<file path="src/hw/rtl/http_uri_splitter_defines.svh">
// assertion macros shared by the uri splitter rtl
`ifndef HTTP_URI_SPLITTER_DEFINES_SVH
`define HTTP_URI_SPLITTER_DEFINES_SVH

`ifndef ASSERT_OFF

// check on every rising clock edge, reset included
`define HUS_ASSERT(lbl, clk, prop, msg) \
  lbl: assert property (@(posedge clk) (prop)) else $error(msg);

// check only while out of reset
`define HUS_ASSERT_RST(lbl, clk, rst_n, prop, msg) \
  lbl: assert property (@(posedge clk) disable iff (!rst_n) (prop)) else $error(msg);

`else

`define HUS_ASSERT(lbl, clk, prop, msg)
`define HUS_ASSERT_RST(lbl, clk, rst_n, prop, msg)

`endif

`endif

</file>
<file path="src/hw/rtl/hus_pkg.sv">
`timescale 1ns / 1ps

package hus_pkg;

  typedef enum logic [3:0] {
    PH_START,
    PH_SLASH,
    PH_PREFIX,
    PH_HOST,
    PH_PORT,
    PH_PATH,
    PH_QUERY,
    PH_FRAG,
    PH_DONE
  } phase_e;

  typedef enum logic [2:0] {
    PART_HOST,
    PART_PORT,
    PART_PATH,
    PART_QUERY,
    PART_FRAG,
    PART_END
  } part_e;

  typedef enum logic [1:0] {
    SCH_NONE,
    SCH_HTTP,
    SCH_HTTPS
  } scheme_e;

  typedef enum logic [1:0] {
    ERR_NONE,
    ERR_SCHEME,
    ERR_HOST,
    ERR_PORT
  } err_e;

  // position inside the scheme prefix, named after what has matched so far
  localparam logic [3:0] PP_NONE     = 4'd0;
  localparam logic [3:0] PP_H        = 4'd1;
  localparam logic [3:0] PP_HT       = 4'd2;
  localparam logic [3:0] PP_HTT      = 4'd3;
  localparam logic [3:0] PP_HTTP     = 4'd4;
  localparam logic [3:0] PP_COLON    = 4'd5;
  localparam logic [3:0] PP_SLASH1   = 4'd6;
  localparam logic [3:0] PP_S        = 4'd7;
  localparam logic [3:0] PP_S_COLON  = 4'd8;
  localparam logic [3:0] PP_S_SLASH1 = 4'd9;

  localparam logic [7:0] CH_NUL   = 8'h00;
  localparam logic [7:0] CH_TAB   = 8'h09;
  localparam logic [7:0] CH_CR    = 8'h0D;
  localparam logic [7:0] CH_SPACE = 8'h20;
  localparam logic [7:0] CH_HASH  = 8'h23;
  localparam logic [7:0] CH_DASH  = 8'h2D;
  localparam logic [7:0] CH_DOT   = 8'h2E;
  localparam logic [7:0] CH_SLASH = 8'h2F;
  localparam logic [7:0] CH_ZERO  = 8'h30;
  localparam logic [7:0] CH_NINE  = 8'h39;
  localparam logic [7:0] CH_COLON = 8'h3A;
  localparam logic [7:0] CH_QMARK = 8'h3F;
  localparam logic [7:0] CH_UC_A  = 8'h41;
  localparam logic [7:0] CH_UC_Z  = 8'h5A;
  localparam logic [7:0] CH_LC_A  = 8'h61;
  localparam logic [7:0] CH_LC_H  = 8'h68;
  localparam logic [7:0] CH_LC_P  = 8'h70;
  localparam logic [7:0] CH_LC_S  = 8'h73;
  localparam logic [7:0] CH_LC_T  = 8'h74;
  localparam logic [7:0] CH_LC_Z  = 8'h7A;
  localparam logic [7:0] CASE_GAP = 8'h20;

  localparam logic [15:0] PORT_MAX = 16'hFFFF;

  typedef struct packed {
    part_e       part;
    logic [7:0]  ch;
    scheme_e     scheme;
    logic [15:0] port;
    logic        query;
    logic        frag;
    err_e        err;
    logic        last;
  } result_t;

  // next state and optional result of one character after the prefix
  typedef struct packed {
    phase_e      phase;
    logic [15:0] port;
    logic        query;
    logic        frag;
    logic        emit;
    result_t     res;
  } body_t;

  function automatic logic [7:0] to_lower(input logic [7:0] c);
    return (c >= CH_UC_A && c <= CH_UC_Z) ? c + CASE_GAP : c;
  endfunction

  function automatic logic is_blank(input logic [7:0] c);
    return (c == CH_SPACE) || (c >= CH_TAB && c <= CH_CR);
  endfunction

  function automatic logic is_digit(input logic [7:0] c);
    return (c >= CH_ZERO && c <= CH_NINE);
  endfunction

  function automatic logic is_alnum(input logic [7:0] c);
    logic [7:0] l;
    l = to_lower(c);
    return is_digit(c) || (l >= CH_LC_A && l <= CH_LC_Z);
  endfunction

endpackage

</file>
<file path="src/hw/rtl/http_uri_splitter.sv">
`timescale 1ns / 1ps
`include "http_uri_splitter_defines.svh"

// URI splitter. Takes one character per transaction and gives back tagged
// characters (host lowercased, port, path, query, fragment) plus a closing
// summary or error transaction with last set. A character is registered on
// input and parsed from that register; results go through a four-entry result
// buffer, and a character is parsed only while the buffer has room for two
// results (a lone leading slash yields two), so one character a cycle is
// sustained while that room holds. The input stalls only when output stalls
// leave fewer than two free entries in that buffer.
module http_uri_splitter (
  input  logic        clk_i,
  input  logic        rst_ni,

  input  logic        in_valid_i,
  output logic        in_stall_o,
  input  logic [7:0]  in_char_i,
  input  logic        starts_uri_i,

  output logic        out_valid_o,
  input  logic        out_stall_i,
  output logic [2:0]  part_o,
  output logic [7:0]  out_char_o,
  output logic [1:0]  scheme_kind_o,
  output logic [15:0] port_value_o,
  output logic        query_seen_o,
  output logic        fragment_seen_o,
  output logic [1:0]  error_code_o,
  output logic        last_o
);
  import hus_pkg::*;

  localparam int unsigned BufDepth = 4;

  // character after the scheme prefix
  function automatic body_t body_char(input logic [7:0] c, input phase_e ph,
                                      input scheme_e sch, input logic [15:0] port,
                                      input logic q, input logic f);
    body_t       b;
    logic [19:0] acc;
    part_e       p;
    logic [7:0]  oc;
    err_e        e;
    logic        l;
    b.phase = ph;
    b.port  = port;
    b.query = q;
    b.frag  = f;
    b.emit  = 1'b0;
    p  = PART_END;
    oc = c;
    e  = ERR_NONE;
    l  = 1'b0;
    acc = ({4'b0, port} << 3) + ({4'b0, port} << 1) + {12'b0, c - CH_ZERO};
    if (c == CH_NUL || is_blank(c)) begin
      b.phase = PH_DONE;
      b.emit  = 1'b1;
      oc      = CH_NUL;
      l       = 1'b1;
    end else if (ph == PH_HOST || ph == PH_PORT) begin
      if (c == CH_SLASH) begin
        b.phase = PH_PATH;
        b.emit  = 1'b1;
        p       = PART_PATH;
      end else if (c == CH_QMARK) begin
        b.phase = PH_QUERY;
        b.query = 1'b1;
      end else if (c == CH_HASH) begin
        b.phase = PH_FRAG;
        b.frag  = 1'b1;
      end else if (ph == PH_HOST) begin
        if (c == CH_COLON) begin
          b.phase = PH_PORT;
          b.port  = '0;
        end else if (is_alnum(c) || c == CH_DOT || c == CH_DASH) begin
          b.emit = 1'b1;
          p      = PART_HOST;
          oc     = to_lower(c);
        end else begin
          b.phase = PH_DONE;
          b.emit  = 1'b1;
          oc      = CH_NUL;
          e       = ERR_HOST;
          l       = 1'b1;
        end
      end else if (is_digit(c)) begin
        b.port = (acc > {4'b0, PORT_MAX}) ? PORT_MAX : acc[15:0];
        b.emit = 1'b1;
        p      = PART_PORT;
      end else begin
        b.phase = PH_DONE;
        b.emit  = 1'b1;
        oc      = CH_NUL;
        e       = ERR_PORT;
        l       = 1'b1;
      end
    end else if (ph == PH_PATH) begin
      if (c == CH_QMARK) begin
        b.phase = PH_QUERY;
        b.query = 1'b1;
      end else if (c == CH_HASH) begin
        b.phase = PH_FRAG;
        b.frag  = 1'b1;
      end else begin
        b.emit = 1'b1;
        p      = PART_PATH;
      end
    end else if (ph == PH_QUERY) begin
      if (c == CH_HASH) begin
        b.phase = PH_FRAG;
        b.frag  = 1'b1;
      end else begin
        b.emit = 1'b1;
        p      = PART_QUERY;
      end
    end else if (ph == PH_FRAG) begin
      b.emit = 1'b1;
      p      = PART_FRAG;
    end
    b.res.part   = p;
    b.res.ch     = oc;
    b.res.scheme = sch;
    b.res.port   = b.port;
    b.res.query  = b.query;
    b.res.frag   = b.frag;
    b.res.err    = e;
    b.res.last   = l;
    return b;
  endfunction

  // input register
  logic        s1_valid_q, s1_valid_d;
  logic [7:0]  s1_char_q;
  logic        s1_start_q;

  // parse state
  phase_e      phase_q, phase_d;
  logic [3:0]  prefix_pos_q, prefix_pos_d;
  scheme_e     scheme_q, scheme_d;
  logic [15:0] port_acc_q, port_acc_d;
  logic        query_q, query_d;
  logic        frag_q, frag_d;

  // result buffer
  result_t     buf_q [BufDepth];
  logic [1:0]  wr_ptr_q, wr_ptr_d;
  logic [1:0]  rd_ptr_q, rd_ptr_d;
  logic [2:0]  cnt_q, cnt_d;

  logic        proc;
  logic        pop;
  logic        push0, push1;
  result_t     r0, r1;
  logic [1:0]  n_push;

  phase_e      ph;
  logic [3:0]  pos;
  scheme_e     sch;
  logic [15:0] port;
  logic        qf, ff;
  logic [7:0]  c, lc;
  body_t       bd;
  result_t     fail_r;
  logic        pfx_ok;

  assign proc       = s1_valid_q && (cnt_q <= 3'd2);
  assign in_stall_o = s1_valid_q && !proc;
  assign out_valid_o = (cnt_q != 3'd0);
  assign pop        = out_valid_o && !out_stall_i;

  always_comb begin
    // a new uri drops whatever was being parsed
    ph   = s1_start_q ? PH_START : phase_q;
    pos  = s1_start_q ? PP_NONE  : prefix_pos_q;
    sch  = s1_start_q ? SCH_NONE : scheme_q;
    port = s1_start_q ? 16'd0    : port_acc_q;
    qf   = s1_start_q ? 1'b0     : query_q;
    ff   = s1_start_q ? 1'b0     : frag_q;
    c    = s1_char_q;
    lc   = to_lower(s1_char_q);

    bd = body_char(c, (ph == PH_SLASH) ? PH_PATH : ph, sch, port, qf, ff);

    fail_r.part   = PART_END;
    fail_r.ch     = CH_NUL;
    fail_r.scheme = sch;
    fail_r.port   = port;
    fail_r.query  = qf;
    fail_r.frag   = ff;
    fail_r.err    = ERR_SCHEME;
    fail_r.last   = 1'b1;

    phase_d      = ph;
    prefix_pos_d = pos;
    scheme_d     = sch;
    port_acc_d   = port;
    query_d      = qf;
    frag_d       = ff;
    push0        = 1'b0;
    push1        = 1'b0;
    r0           = fail_r;
    r1           = bd.res;
    pfx_ok       = 1'b0;

    unique case (ph)
      PH_START: begin
        if (c == CH_SLASH) begin
          phase_d = PH_SLASH;
        end else if (lc == CH_LC_H) begin
          phase_d      = PH_PREFIX;
          prefix_pos_d = PP_H;
        end else begin
          phase_d = PH_DONE;
          push0   = 1'b1;
        end
      end
      PH_SLASH: begin
        if (c == CH_SLASH) begin
          phase_d = PH_HOST;
        end else begin
          // lone slash: emit it as path, then parse this character as path
          r0.part  = PART_PATH;
          r0.ch    = CH_SLASH;
          r0.err   = ERR_NONE;
          r0.last  = 1'b0;
          push0    = 1'b1;
          push1    = bd.emit;
          phase_d  = bd.phase;
          port_acc_d = bd.port;
          query_d  = bd.query;
          frag_d   = bd.frag;
        end
      end
      PH_PREFIX: begin
        unique case (pos)
          PP_H: begin
            if (lc == CH_LC_T) begin
              pfx_ok = 1'b1;
              prefix_pos_d = PP_HT;
            end
          end
          PP_HT: begin
            if (lc == CH_LC_T) begin
              pfx_ok = 1'b1;
              prefix_pos_d = PP_HTT;
            end
          end
          PP_HTT: begin
            if (lc == CH_LC_P) begin
              pfx_ok = 1'b1;
              prefix_pos_d = PP_HTTP;
            end
          end
          PP_HTTP: begin
            if (c == CH_COLON) begin
              pfx_ok = 1'b1;
              prefix_pos_d = PP_COLON;
            end else if (lc == CH_LC_S) begin
              pfx_ok = 1'b1;
              prefix_pos_d = PP_S;
            end
          end
          PP_COLON: begin
            if (c == CH_SLASH) begin
              pfx_ok = 1'b1;
              prefix_pos_d = PP_SLASH1;
            end
          end
          PP_SLASH1: begin
            if (c == CH_SLASH) begin
              pfx_ok   = 1'b1;
              scheme_d = SCH_HTTP;
              phase_d  = PH_HOST;
            end
          end
          PP_S: begin
            if (c == CH_COLON) begin
              pfx_ok = 1'b1;
              prefix_pos_d = PP_S_COLON;
            end
          end
          PP_S_COLON: begin
            if (c == CH_SLASH) begin
              pfx_ok = 1'b1;
              prefix_pos_d = PP_S_SLASH1;
            end
          end
          PP_S_SLASH1: begin
            if (c == CH_SLASH) begin
              pfx_ok   = 1'b1;
              scheme_d = SCH_HTTPS;
              phase_d  = PH_HOST;
            end
          end
          default: pfx_ok = 1'b0;
        endcase
        if (!pfx_ok) begin
          phase_d = PH_DONE;
          push0   = 1'b1;
        end
      end
      PH_HOST, PH_PORT, PH_PATH, PH_QUERY, PH_FRAG: begin
        r0         = bd.res;
        push0      = bd.emit;
        phase_d    = bd.phase;
        port_acc_d = bd.port;
        query_d    = bd.query;
        frag_d     = bd.frag;
      end
      default: begin
        // finished uri: ignore characters until the next start
        phase_d = ph;
      end
    endcase
  end

  assign n_push   = {1'b0, proc && push0} + {1'b0, proc && push1};
  assign wr_ptr_d = wr_ptr_q + n_push;
  assign rd_ptr_d = rd_ptr_q + {1'b0, pop};
  assign cnt_d    = cnt_q + {1'b0, n_push} - {2'b0, pop};

  always_comb begin
    s1_valid_d = s1_valid_q;
    if (in_valid_i && !in_stall_o) begin
      s1_valid_d = 1'b1;
    end else if (proc) begin
      s1_valid_d = 1'b0;
    end
  end

  always_ff @(posedge clk_i or negedge rst_ni) begin
    if (!rst_ni) begin
      s1_valid_q   <= 1'b0;
      phase_q      <= PH_START;
      prefix_pos_q <= PP_NONE;
      scheme_q     <= SCH_NONE;
      port_acc_q   <= '0;
      query_q      <= 1'b0;
      frag_q       <= 1'b0;
      wr_ptr_q     <= '0;
      rd_ptr_q     <= '0;
      cnt_q        <= '0;
    end else begin
      s1_valid_q <= s1_valid_d;
      if (proc) begin
        phase_q      <= phase_d;
        prefix_pos_q <= prefix_pos_d;
        scheme_q     <= scheme_d;
        port_acc_q   <= port_acc_d;
        query_q      <= query_d;
        frag_q       <= frag_d;
      end
      wr_ptr_q <= wr_ptr_d;
      rd_ptr_q <= rd_ptr_d;
      cnt_q    <= cnt_d;
    end
  end

  always_ff @(posedge clk_i) begin
    if (in_valid_i && !in_stall_o) begin
      s1_char_q  <= in_char_i;
      s1_start_q <= starts_uri_i;
    end
    if (proc && push0) begin
      buf_q[wr_ptr_q] <= r0;
    end
    if (proc && push1) begin
      buf_q[wr_ptr_q + 2'd1] <= r1;
    end
  end

  result_t head;
  assign head = buf_q[rd_ptr_q];

  assign part_o          = head.part;
  assign out_char_o      = head.ch;
  assign scheme_kind_o   = head.scheme;
  assign port_value_o    = head.port;
  assign query_seen_o    = head.query;
  assign fragment_seen_o = head.frag;
  assign error_code_o    = head.err;
  assign last_o          = head.last;

  `HUS_ASSERT(a_buf_bound, clk_i, !rst_ni || cnt_q <= 3'd4, "result buffer overfilled")
  `HUS_ASSERT_RST(a_pair_is_slash, clk_i, rst_ni,
    (proc && push1) |-> (r0.part == PART_PATH && !r0.last),
    "second result without a leading path slash")
  `HUS_ASSERT_RST(a_last_ends, clk_i, rst_ni,
    (proc && ((push0 && r0.last) || (push1 && r1.last))) |=> (phase_q == PH_DONE),
    "closing result did not finish the parse")
  `HUS_ASSERT_RST(a_port_phase, clk_i, rst_ni,
    (port_acc_q != 16'd0) |-> (phase_q == PH_PORT || phase_q == PH_PATH ||
      phase_q == PH_QUERY || phase_q == PH_FRAG || phase_q == PH_DONE),
    "port value outside the port part")

endmodule
</file>
<file path="config.mk">
export PLATFORM = sky130hd
export DESIGN_NAME = http_uri_splitter
export DESIGN_NICKNAME = d
export VERILOG_FILES = /design/src/hw/rtl/hus_pkg.sv /design/src/hw/rtl/http_uri_splitter.sv
export VERILOG_INCLUDE_DIRS = /design/src /design/src/hw/rtl
export SDC_FILE = /design/constraint.sdc
export NUM_CORES = 1
export LEC_CHECK = 0
export ABC_CLOCK_PERIOD_IN_PS = 5400
export BUFFER_PORTS_ARGS = -buffer_cell sky130_fd_sc_hd__buf_4
export CORE_ASPECT_RATIO = 1.2
export CORE_MARGIN = 10
export CORE_UTILIZATION = 55
export CTS_BUF_LIST = sky130_fd_sc_hd__clkbuf_2 sky130_fd_sc_hd__clkbuf_4 sky130_fd_sc_hd__clkbuf_8
export DETAILED_ROUTE_END_ITERATION = 12
export GPL_TIMING_DRIVEN = 0
export PLACE_DENSITY_LB_ADDON = 0.2
export SYNTH_ARGS = -nofsm -noshare
export SYNTH_HDL_FRONTEND = slang
export SYNTH_SLANG_ARGS = --single-unit
</file>
<file path="constraint.sdc">
create_clock -name clk_i -period 5.4 [get_ports clk_i]
set_clock_uncertainty 0.1 [all_clocks]
set_input_delay 0.27 -clock clk_i [delete_from_list [all_inputs] [get_ports clk_i]]
set_output_delay 0.27 -clock clk_i [all_outputs]
set_load 0.1 [all_outputs]
</file>
Word level (Yosys, flattened, before mapping)
Memory sizes are Yosys's and may differ from the RTL's.
Index checks and enable logic that the tools add are counted.
Widths: inputs -> output; s select.
- memories kept: 1
- flip-flop bits (word level): 45
- bits in writable memories: 136
- output and inout port bits: 36
- memory list (memory ; depth ; bits a word ; read ports ; clocked after Yosys merged registers in ; wr ports ; RTL line ; text):
    buf_q ; 4 ; 34 ; 1 ; 0 ; 2 ; http_uri_splitter.sv:146 ; result_t buf_q [BufDepth];
- reductions and logical operators: 27
- equal/unequal tests: 32
- magnitude comparators: 10
- $add $sub $neg: 10
- mux-type cells: 150
- operators by type and width (kind ; count):
    $mux 16 ; 8
    $mux 4 ; 31
    $mux 20 ; 6
    $mux 8 ; 10
    $eq 8x6->1 const B ; 7
    $mux 18 ; 3
    $eq 4x3->1 const B ; 12
    $mux 1 ; 45
    $mux 3 ; 15
    $mux 2 ; 20
    $eq 8x7->1 const B ; 4
    $pmux 16 s2 ; 1
    $pmux 4 s7 ; 1
    $pmux 11 s2 ; 1
    $add 19x17->20 ; 1
    $add 20x8->20 ; 1
    $eq 4x2->1 const B ; 5
    $gt 20x16->1 const B ; 1
    $ge 8x7->1 const B ; 2
    $le 8x7->1 const B ; 2
    $pmux 4 s4 ; 1
    $mux 11 ; 1
    $logic_and 1x1->1 ; 10
    $add 8x6->8 const B ; 1
    29 further kinds ; 40

Depth between registers and ports, before layout
Gate-level depths: netlist (run 1).
- depth in word-level cells: 27
- depth in mapped cells: 20
- gate-level depth less buffers: 19

Least setup slack after synthesis (run 1)
No wires, ideal clock.
- kind: register to register
- start point: register s1_char_q[4] (netlist: c[4])
- end point: memory buf_q[0][0] (netlist name), enable pin
- slack: -231 ps
- cell stages (with the launch flop): 12
- required time: 4823 ps
- data arrival time: 5054 ps
- path buffers: 1
- cells stage by stage: edfxtp_1 clkbuf_1 inv_1 ha_1 or3b_1 nor2_1 nor2_1 a22o_1 and2_1 o21ai_0 o21ai_0 o31ai_1
- RTL lines (what ; RTL line ; text):
    start: declaration ; http_uri_splitter.sv:134 ; logic [7:0] s1_char_q;
    start signal: assignment ; http_uri_splitter.sv:362 ; s1_char_q <= in_char_i;
    end: declaration ; http_uri_splitter.sv:146 ;

Final worst setup path (run 1)
- start point: register s1_char_q[4] (netlist: c[4])
- end point: register cnt_q[2]
- word-level cells in the longest chain between the ends: 17
- elaborated cells on any way between the ends: 54
- those cells by class: 4 x add/sub; 4 x order compare; 9 x eq/ne; 30 x mux; 7 x reduce/logical
- RTL lines (what ; RTL line ; text):
    branches (longest 14 deep; another with $ge 8x7->1) ; n/a ;
    $add 1x1->2 * ; http_uri_splitter.sv:318 ; assign n_push = {1'b0, proc && push0} + {1'b0, proc && push1};
    $add 3x2->3 * ; http_uri_splitter.sv:321 ; assign cnt_d = cnt_q + {1'b0, n_push} - {2'b0, pop};
    $sub 3x1->3 * ; http_uri_splitter.sv:321 ;
    via cnt_d[2] ; http_uri_splitter.sv:149 ; logic [2:0] cnt_q, cnt_d;
    end signal: assignment ; http_uri_splitter.sv:356 ; cnt_q <= cnt_d;
    end: declaration ; http_uri_splitter.sv:149 ;
Mark *: on every way through the listed nets, which the timed path passes. The select of a mux whose other input is x is not followed.
A chain may end at the register's enable or synchronous reset.

==> flow_metrics.py, run 1 <==
metrics = {
    "status": {
        "status": "completed",
    },
    "routing": {
        "routed-via-count": 8203,
        "viasPerCell": 6.38,
        "wl_per_cell_um": 21.7,
        "route.final.wire_length_um": 27800,
        "drt_iter0_markers": 864,
        "detailedRoute.firstPassIterationCount": 6,
        "drcViolationCount": 0,
        "drtAntennaViolNets": 0,
    },
    "global_routing": {
        "use_met1_pct": 29.6,
        "groute.layer.met2.usage_pct": 37.1,
        "groute.layer.met3.usage_pct": 3.31,
        "global_route.overflow_total": 0,
        "grt_max_degree": 37,
        "grtUsageTotal_pct": 22.3,
        "antenna_found_initial": 0,
        "wire_length_of_the_first_global_routing_pass_um": 44200,
        "grt-busiest-layer": "met2",
        "first_global_vias": 7890,
    },
    "setup_path": {
        "critical_path.cell_chain": "clkbuf_1 > inv_1 > ha_1 > or3b_1 > o22ai_2 > a21o_1 > a22o_1 > and2_1 > o21ai_0 > o21ai_2 > inv_1 > ha_1 > inv_1 > ha_1 > inv_1 > ha_1 > inv_1 > fa_1 > xor2_1 > xnor2_1",
        "timing.critical_path.max_delay_family": "compound AO/OA/AOI/OAI gates",
        "worst_r2r_startpoint": "c[4]",
        "reg2reg_to": "cnt_q[2]",
        "worstPathBufferInverterCount": 6,
        "worstPathArrival_ns": 5.40,
        "crit_path_frequent_cell": "sky130_fd_sc_hd__inv_1",
        "worst-r2r-cell-count": 20,
        "worst-r2r-setup-slack_ns": 0.28,
        "critical_path.slowest_cell": "sky130_fd_sc_hd__edfxtp_1",
        "worstSetupEndpointType": "flip-flop",
        "timing.critical_path.from": "c[4]",
        "critical-path-max-stage-delay_ns": 0.44,
        "cp.required_ns": 5.68,
        "setup.worst_path.class": "reg -> reg",
        "crit_path_start_kind": "flip-flop",
        "crit_path_max_fanout": 8,
    },
    "timing": {
        "max_freq_mhz": 195,
        "final-setup-viol-count": 0,
        "final_max_slew_viol_count": 0,
        "actual_slew_at_the_worst_max_slew_pin_ns": 1.42,
        "period_needed_ns": 5.12,
        "final.hold.worst_slack_ns": 0.193,
        "slew_headroom_pct": 4.27,
        "report.final.hold_viol_count": 0,
        "setup_ws_ns": 0.276,
        "final.period_utilization_pct": 94.9,
    },
    "clock_tree": {
        "path_clk_slew_ns": 0.11,
        "h-tree-depth": 4,
        "cts_inserted_buffers": 17,
        "clock_tree_from_tritoncts": "built",
        "cts.path.max_buffers": 2,
        "ctsRootBufferMaster": "sky130_fd_sc_hd__clkbuf_8",
        "clock_sink_count": 181,
        "post_cts.repair.setup_buffers": 0,
        "clk_latency_ns": 0.48,
    },
    "synthesis": {
        "synthDominantAreaCellType": "sky130_fd_sc_hd__edfxtp_1",
        "post_synth_main_area_contributors": "sky130_fd_sc_hd__edfxtp_1, sky130_fd_sc_hd__dfrtp_1, sky130_fd_sc_hd__mux4_2",
        "post_synth_num_cell_types": 72,
        "synth_warnings": 0,
        "synth-seq-cells": 181,
        "syn_nets": 996,
        "synth_async_sr_flop_share_pct": 19.9,
        "ys.flop_type": "sky130_fd_sc_hd__edfxtp_1",
        "netlist.area_leader.share_pct": 41.3,
        "syn-mean-instance-area_um2": 11.3,
        "synth.cell_area_um2": 10600,
        "yosysSeqAreaShare_pct": 49.8,
        "post_synth_edffs": 145,
        "syn_inst": 935,
    },
    "power_and_ir_drop": {
        "sw_frac_of_total_pct": 51.1,
        "power.clock.fraction_pct": 13.8,
        "p_switching_mw": 3.31,
        "report.power.total_mw": 6.49,
        "power.share.combinational_pct": 55.7,
        "p_leak_nw": 4.37,
        "irDropWorstVdd_mv": 0.370,
        "power_per_cell_area_nw_per_um2": 544,
        "intPower_mw": 3.17,
        "power.share.sequential_pct": 30.5,
    },
    "min_path": {
        "timing.hold.worst_endpoint": "rd_ptr_q[0]",
        "worst_hold_path.num_cells": 3,
        "min_delay_path_class": "in -> reg",
        "min_from": "out_stall_i",
    },
    "floorplanning": {
        "die_x_um": 146,
        "core-area_um2": 18900,
        "ios": 49,
        "starting_density_of_the_core_pct": 56.0,
        "chipHeight_um": 172,
        "die-area_um2": 25200,
        "row_count": 55,
    },
    "placed_design": {
        "placed_cell_area_um2": 11400,
        "place.port_buffers": 48,
        "pre_cts_ws_ns": -1.13,
        "detailedPlacementHpwl_um": 20400,
        "last_weighted_congestion_value_of_the_routability_driven_placer": 0.974,
    },
    "job": {
        "max_cap_violations": 0,
    },
    "final_layout": {
        "stdcell_area_um2": 11900,
        "post-route-util_pct": 63.2,
        "final_layout_size_suffix_gt1_share_pct": 17.8,
        "diodes": 0,
        "nNetsFinal": 1078,
        "area_delta_synth_final_pct": 12.9,
    },
}
[power groups by stage]
stage | logic (mW) | registers (mW) | clock network [mW]
finish | 3.61 | 1.98 | 0.898
global route | 3.81 | 2.00 | 0.966
CTS | 3.61 | 1.98 | 0.910
detailed placement | 3.60 | 2.01 | 0
global placement | 3.50 | 2.01 | 0
floorplan | 2.74 | 1.98 | 0
[layout make-up]
cell class	count	area (µm²)
Fill cell	1591	6940
Sequential cell	181	5260
Multi-Input combinational cell	666	5050
Timing Repair Buffer	64	568
Tap cell	256	320
Buffer	64	265
Clock buffer	18	241
Clock inverter	14	136
Inverter	23	86.3
[what timing repair did]
item	CTS	global route
gates resized for setup	7	16
endpoints found under the hold margin	46	0
gates cloned	0	0
hold buffers	11	0
endpoints found under the setup margin	81	64
[sequential cells by signal, indices dropped and copies added (netlist names), 2 cells and up]
signal        flops
buf_q           136
c                 8
cnt_q             3
phase_q           4
port_acc_q       16
prefix_pos_q      4
rd_ptr_q          2
scheme_q          2
wr_ptr_q          2
[metrics by stage]
stage / setup TNS, ns / cells
floorplan: 0 / 935
global placement: -142.37 / 1239
detailed placement: -74.63 / 1244
CTS: 0 / 1286
global route: -0.0167 / 1286
finish: 0 / 1286
[per-layer routing]
layer  vias up  share of wire [%]
met5         -                  0
met4         0                2.0
met3        40                6.8
met2       342                 49
met1      4037                 43
li1       3784                  -
[worst reg2reg max path: cells and delay by family, from the launching register on]
kind                       cells  cell delay (ns)
AOI/OAI and AO/OA              5             1.42
xor gates and xnor gates       2             0.28
adders and majority gates      5             1.37
buffers and inverters          6             0.80
DFF                            1             0.44
and+or+nand+nor                2             0.61
[layout by cell type (no fill, tap or decap), types with 20 or more instances in the layout]
| cell | netlist | layout |
|---|---|---|
| sky130_fd_sc_hd__a21oi_1 | 44 | 43 |
| sky130_fd_sc_hd__clkbuf_1 | 45 | 42 |
| sky130_fd_sc_hd__o221a_2 | 20 | 20 |
| sky130_fd_sc_hd__ha_1 | 41 | 41 |
| sky130_fd_sc_hd__inv_1 | 23 | 23 |
| sky130_fd_sc_hd__o2bb2ai_1 | 20 | 20 |
| sky130_fd_sc_hd__edfxtp_1 | 145 | 145 |
| sky130_fd_sc_hd__o21ai_0 | 92 | 91 |
| sky130_fd_sc_hd__nand2_1 | 77 | 77 |
| sky130_fd_sc_hd__dfrtp_1 | 36 | 36 |
| sky130_fd_sc_hd__nor2_1 | 59 | 56 |
| sky130_fd_sc_hd__nor3_1 | 23 | 23 |
| sky130_fd_sc_hd__buf_4 | 0 | 48 |
| sky130_fd_sc_hd__mux4_2 | 34 | 34 |
| sky130_fd_sc_hd__o21ai_1 | 24 | 24 |
[kinds of logic (layout without fill, tap and decap cells)]
kind of cell | after synthesis | in the layout | synth area share (%)
flops | 181 | 181 | 49.8
buf+inv | 88 | 183 | 3.28
simple gates | 261 | 261 | 12.5
compound gates | 301 | 301 | 19.1
mux | 35 | 35 | 7.36
fa+ha+maj | 48 | 48 | 6.19
xor+xnor | 21 | 21 | 1.74
[cells in the mapped netlist, types with 3 or more instances]
| master | count |
|---|---|
| sky130_fd_sc_hd__buf_2 | 13 |
| sky130_fd_sc_hd__o221ai_1 | 3 |
| sky130_fd_sc_hd__a21oi_1 | 44 |
| sky130_fd_sc_hd__o311ai_0 | 7 |
| sky130_fd_sc_hd__nor3_1 | 23 |
| sky130_fd_sc_hd__o21a_1 | 6 |
| sky130_fd_sc_hd__a211oi_1 | 5 |
| sky130_fd_sc_hd__dfrtp_1 | 36 |
| sky130_fd_sc_hd__o2bb2ai_1 | 20 |
| sky130_fd_sc_hd__a22o_1 | 7 |
| sky130_fd_sc_hd__or3_1 | 10 |
| sky130_fd_sc_hd__nand2_1 | 77 |
| sky130_fd_sc_hd__nand3_1 | 18 |
| sky130_fd_sc_hd__fa_1 | 7 |
| sky130_fd_sc_hd__buf_1 | 7 |
| sky130_fd_sc_hd__nor2b_1 | 21 |
| sky130_fd_sc_hd__nor3b_1 | 4 |
| sky130_fd_sc_hd__o22ai_1 | 11 |
| sky130_fd_sc_hd__o221a_2 | 20 |
| sky130_fd_sc_hd__a22oi_1 | 3 |
| sky130_fd_sc_hd__and4_1 | 3 |
| sky130_fd_sc_hd__nor2_1 | 59 |
| sky130_fd_sc_hd__inv_1 | 23 |
| sky130_fd_sc_hd__a32o_1 | 3 |
| sky130_fd_sc_hd__nand2b_1 | 10 |
| sky130_fd_sc_hd__mux4_2 | 34 |
| sky130_fd_sc_hd__and2_1 | 8 |
| sky130_fd_sc_hd__nor4_1 | 3 |
| sky130_fd_sc_hd__o211ai_1 | 9 |
| sky130_fd_sc_hd__xor2_1 | 8 |
| sky130_fd_sc_hd__clkbuf_1 | 45 |
| sky130_fd_sc_hd__o31ai_1 | 8 |
| sky130_fd_sc_hd__xnor2_1 | 13 |
| sky130_fd_sc_hd__and3_1 | 4 |
| sky130_fd_sc_hd__a31oi_1 | 8 |
| sky130_fd_sc_hd__edfxtp_1 | 145 |
| sky130_fd_sc_hd__a21o_1 | 10 |
| sky130_fd_sc_hd__ha_1 | 41 |
| sky130_fd_sc_hd__nand3b_1 | 4 |
| sky130_fd_sc_hd__o21ai_1 | 24 |
| sky130_fd_sc_hd__o21ai_0 | 92 |
| sky130_fd_sc_hd__nand4_1 | 4 |
[how the worst max path moves through the flow]
stage	to	slack (ns)	depth (start not counted)
after floorplan	buf_q[2][0]	0.66	11
after CTS	buf_q[3][17]	0.08	15
final	cnt_q[2]	0.28	20
after detailed placement	buf_q[1][13]	-1.13	16
after global routing	buf_q[0][5]	-0.01	15
after global placement	buf_q[2][15]	-1.36	11
Power figures use the tool's default switching activity.
==> run 2, diff against run 1 <==
CTS_CLUSTER_DIAMETER = 80   (was unset)
REMOVE_ABC_BUFFERS = 1   (was unset)
==> run 2 against run 1 <==
- clock-buffer cell count down 1
- non-clock buffer count fell by 57
- maximum frequency rose by 1.2%
- sequential power increased by 8%
- register-to-register slack better by 0.06 ns
- flip-flop and latch count is the same
- utilization shrank 0.86 points
- global-route usage fell by 1.3 points
- first-iteration DRC count down 6.7%
- highest routed layer unchanged
==> flow_metrics.py, run 2 (synthesis results as in run 1) <==
metrics = {
    "power_and_ir_drop": {
        "power.share.combinational_pct": 52.4,
        "irDropWorstVdd_mv": 0.425,
        "intPower_mw": 3.20,
        "power.clock.fraction_pct": 14.4,
        "power.share.sequential_pct": 33.2,
        "p_switching_mw": 3.26,
        "report.power.total_mw": 6.45,
        "sw_frac_of_total_pct": 50.4,
        "p_leak_nw": 4.31,
        "power_per_cell_area_nw_per_um2": 549,
    },
    "final_layout": {
        "post_layout_nonfiller_instances": 1229,
        "final_layout_size_suffix_gt1_share_pct": 17.7,
        "nNetsFinal": 1022,
        "layout_top_registers": "buf_q x136, port_acc_q x16, c x8",
        "diodes": 0,
        "layout_commonest_cell": "sky130_fd_sc_hd__edfxtp_1",
        "largest_register_by_flop_count": "buf_q",
        "post-route-util_pct": 62.4,
        "largest_reg_flops": 136,
        "fill_cells": 1540,
        "layout.cells.most_common_list": "sky130_fd_sc_hd__edfxtp_1, sky130_fd_sc_hd__o21ai_0, sky130_fd_sc_hd__nand2_1",
        "area_delta_synth_final_pct": 11.4,
    },
    "floorplanning": {
        "chipHeight_um": 172,
        "starting_density_of_the_core_pct": 56.0,
        "die_x_um": 146,
        "core-area_um2": 18900,
        "die-area_um2": 25200,
        "row_count": 55,
        "ios": 49,
    },
    "clock_tree": {
        "cts.path.max_buffers": 2,
        "h-tree-depth": 4,
        "path_clk_slew_ns": 0.10,
        "clock_tree_from_tritoncts": "built",
        "clk_latency_ns": 0.47,
        "clock_sink_count": 181,
        "cts_inserted_buffers": 17,
        "ctsRootBufferMaster": "sky130_fd_sc_hd__clkbuf_8",
    },
    "routing": {
        "route.final.wire_length_um": 26100,
        "viasPerCell": 6.45,
        "drcViolationCount": 0,
        "drt_iter0_markers": 806,
        "detailedRoute.firstPassIterationCount": 6,
        "wl_per_cell_um": 21.2,
        "routed-via-count": 7930,
        "drtAntennaViolNets": 0,
    },
    "global_routing": {
        "first_global_vias": 7702,
        "wire_length_of_the_first_global_routing_pass_um": 42000,
        "global_route.overflow_total": 0,
        "antenna_found_initial": 0,
        "grt_max_degree": 37,
        "grtUsageTotal_pct": 20.9,
    },
    "placed_design": {
        "last_weighted_congestion_value_of_the_routability_driven_placer": 0.947,
        "post_place_cells": 1184,
        "pre_cts_ws_ns": -0.765,
        "place.port_buffers": 48,
        "detailedPlacementHpwl_um": 18100,
    },
    "timing": {
        "report.final.hold_viol_count": 0,
        "max_freq_mhz": 198,
        "period_needed_ns": 5.06,
        "slew_headroom_pct": 8.90,
        "actual_slew_at_the_worst_max_slew_pin_ns": 1.36,
        "final_max_slew_viol_count": 0,
        "setup_ws_ns": 0.337,
        "final.period_utilization_pct": 93.8,
        "final-setup-viol-count": 0,
        "final.hold.worst_slack_ns": 0.107,
    },
    "setup_path": {
        "worstSetupEndpointType": "flip-flop",
        "reg2reg_to": "buf_q[3][17]",
        "worst-r2r-setup-slack_ns": 0.34,
        "worstPathArrival_ns": 5.17,
        "worst-r2r-cell-count": 13,
        "cp.required_ns": 5.51,
        "setup.worst_path.class": "reg -> reg",
        "crit_path_max_fanout": 23,
        "worst_r2r_startpoint": "s1_start_q",
        "crit_path_start_kind": "flip-flop",
    },
    "status": {
        "status": "completed",
    },
    "min_path": {
        "min_from": "out_stall_i",
        "worst_hold_path.num_cells": 3,
        "min_delay_path_class": "in -> reg",
        "timing.hold.worst_endpoint": "rd_ptr_q[0]",
    },
    "job": {
        "max_cap_violations": 0,
    },
}
## run 2: worst max path at each step
stage / from / end
after CTS: s1_start_q / buf_q[3][17]
final: s1_start_q / buf_q[3][17]
after global routing: s1_start_q / buf_q[1][19]
after floorplan: c[4] / buf_q[0][0]
after detailed placement: s1_start_q / buf_q[0][16]
after global placement: s1_start_q / buf_q[0][12]
## run 2: cell type report
class | instances | area, µm² | share of cell area [%]
Inverter | 23 | 90.1 | 0.766
Multi-Input combinational cell | 666 | 5020 | 42.7
Timing Repair Buffer | 71 | 669 | 5.69
Sequential cell | 181 | 5260 | 44.7
Tap cell | 256 | 320 | 2.72
Timing Repair inverter | 1 | 5.00 | 0.0426
Clock buffer | 17 | 234 | 1.99
Clock inverter | 14 | 164 | 1.39
## run 2: metal layers
metal  vias up  part of all wire, %  global-route usage, %
met3        47                  7.3                   4.31
met5         -                    0                      0
met1      3887                   42                   27.3
li1       3680                    -                      -
met2       316                   48                   33.8
met4         0                  3.1                   8.15
## run 2: critical path, stage by stage (launching register included)
cell	delay, ns
sky130_fd_sc_hd__edfxtp_1	0.92
sky130_fd_sc_hd__clkinvlp_4	0.52
sky130_fd_sc_hd__nand2_1	0.30
sky130_fd_sc_hd__inv_1	0.12
sky130_fd_sc_hd__ha_1	0.30
sky130_fd_sc_hd__ha_1	0.39
sky130_fd_sc_hd__and4_1	0.27
sky130_fd_sc_hd__a21oi_1	0.14
sky130_fd_sc_hd__o21ai_0	0.19
sky130_fd_sc_hd__o21ai_0	0.20
sky130_fd_sc_hd__nor3b_1	0.32
sky130_fd_sc_hd__nand2_2	0.37
sky130_fd_sc_hd__a21oi_1	0.47
sky130_fd_sc_hd__o22ai_1	0.16
## run 2: power groups by stage
stage / sequential [mW] / combinational, mW / clock, mW
after floorplan: 2.15 / 2.52 / 0
after global placement: 2.28 / 3.16 / 0
after detailed placement: 2.18 / 3.36 / 0
after CTS: 2.14 / 3.39 / 0.934
after global routing: 2.18 / 3.57 / 0.990
final: 2.14 / 3.38 / 0.927
## run 2: per-stage QoR
stage | TNS, ns | cell area (µm²)
global placement | -187.96 | 11000
CTS | 0 | 11700
detailed placement | -33.90 | 11200
floorplan | -7.05 | 10300
finish | 0 | 11800
global route | -0.184 | 11800
## run 2: repair_timing
action / CTS / global route
buffers inserted: 2 / 0
hold buffers: 11 / 0
endpoints found under the hold margin: 46 / 0
gates cloned: 0 / 1
endpoints found under the setup margin: 80 / 82
gates resized for setup: 2 / 6
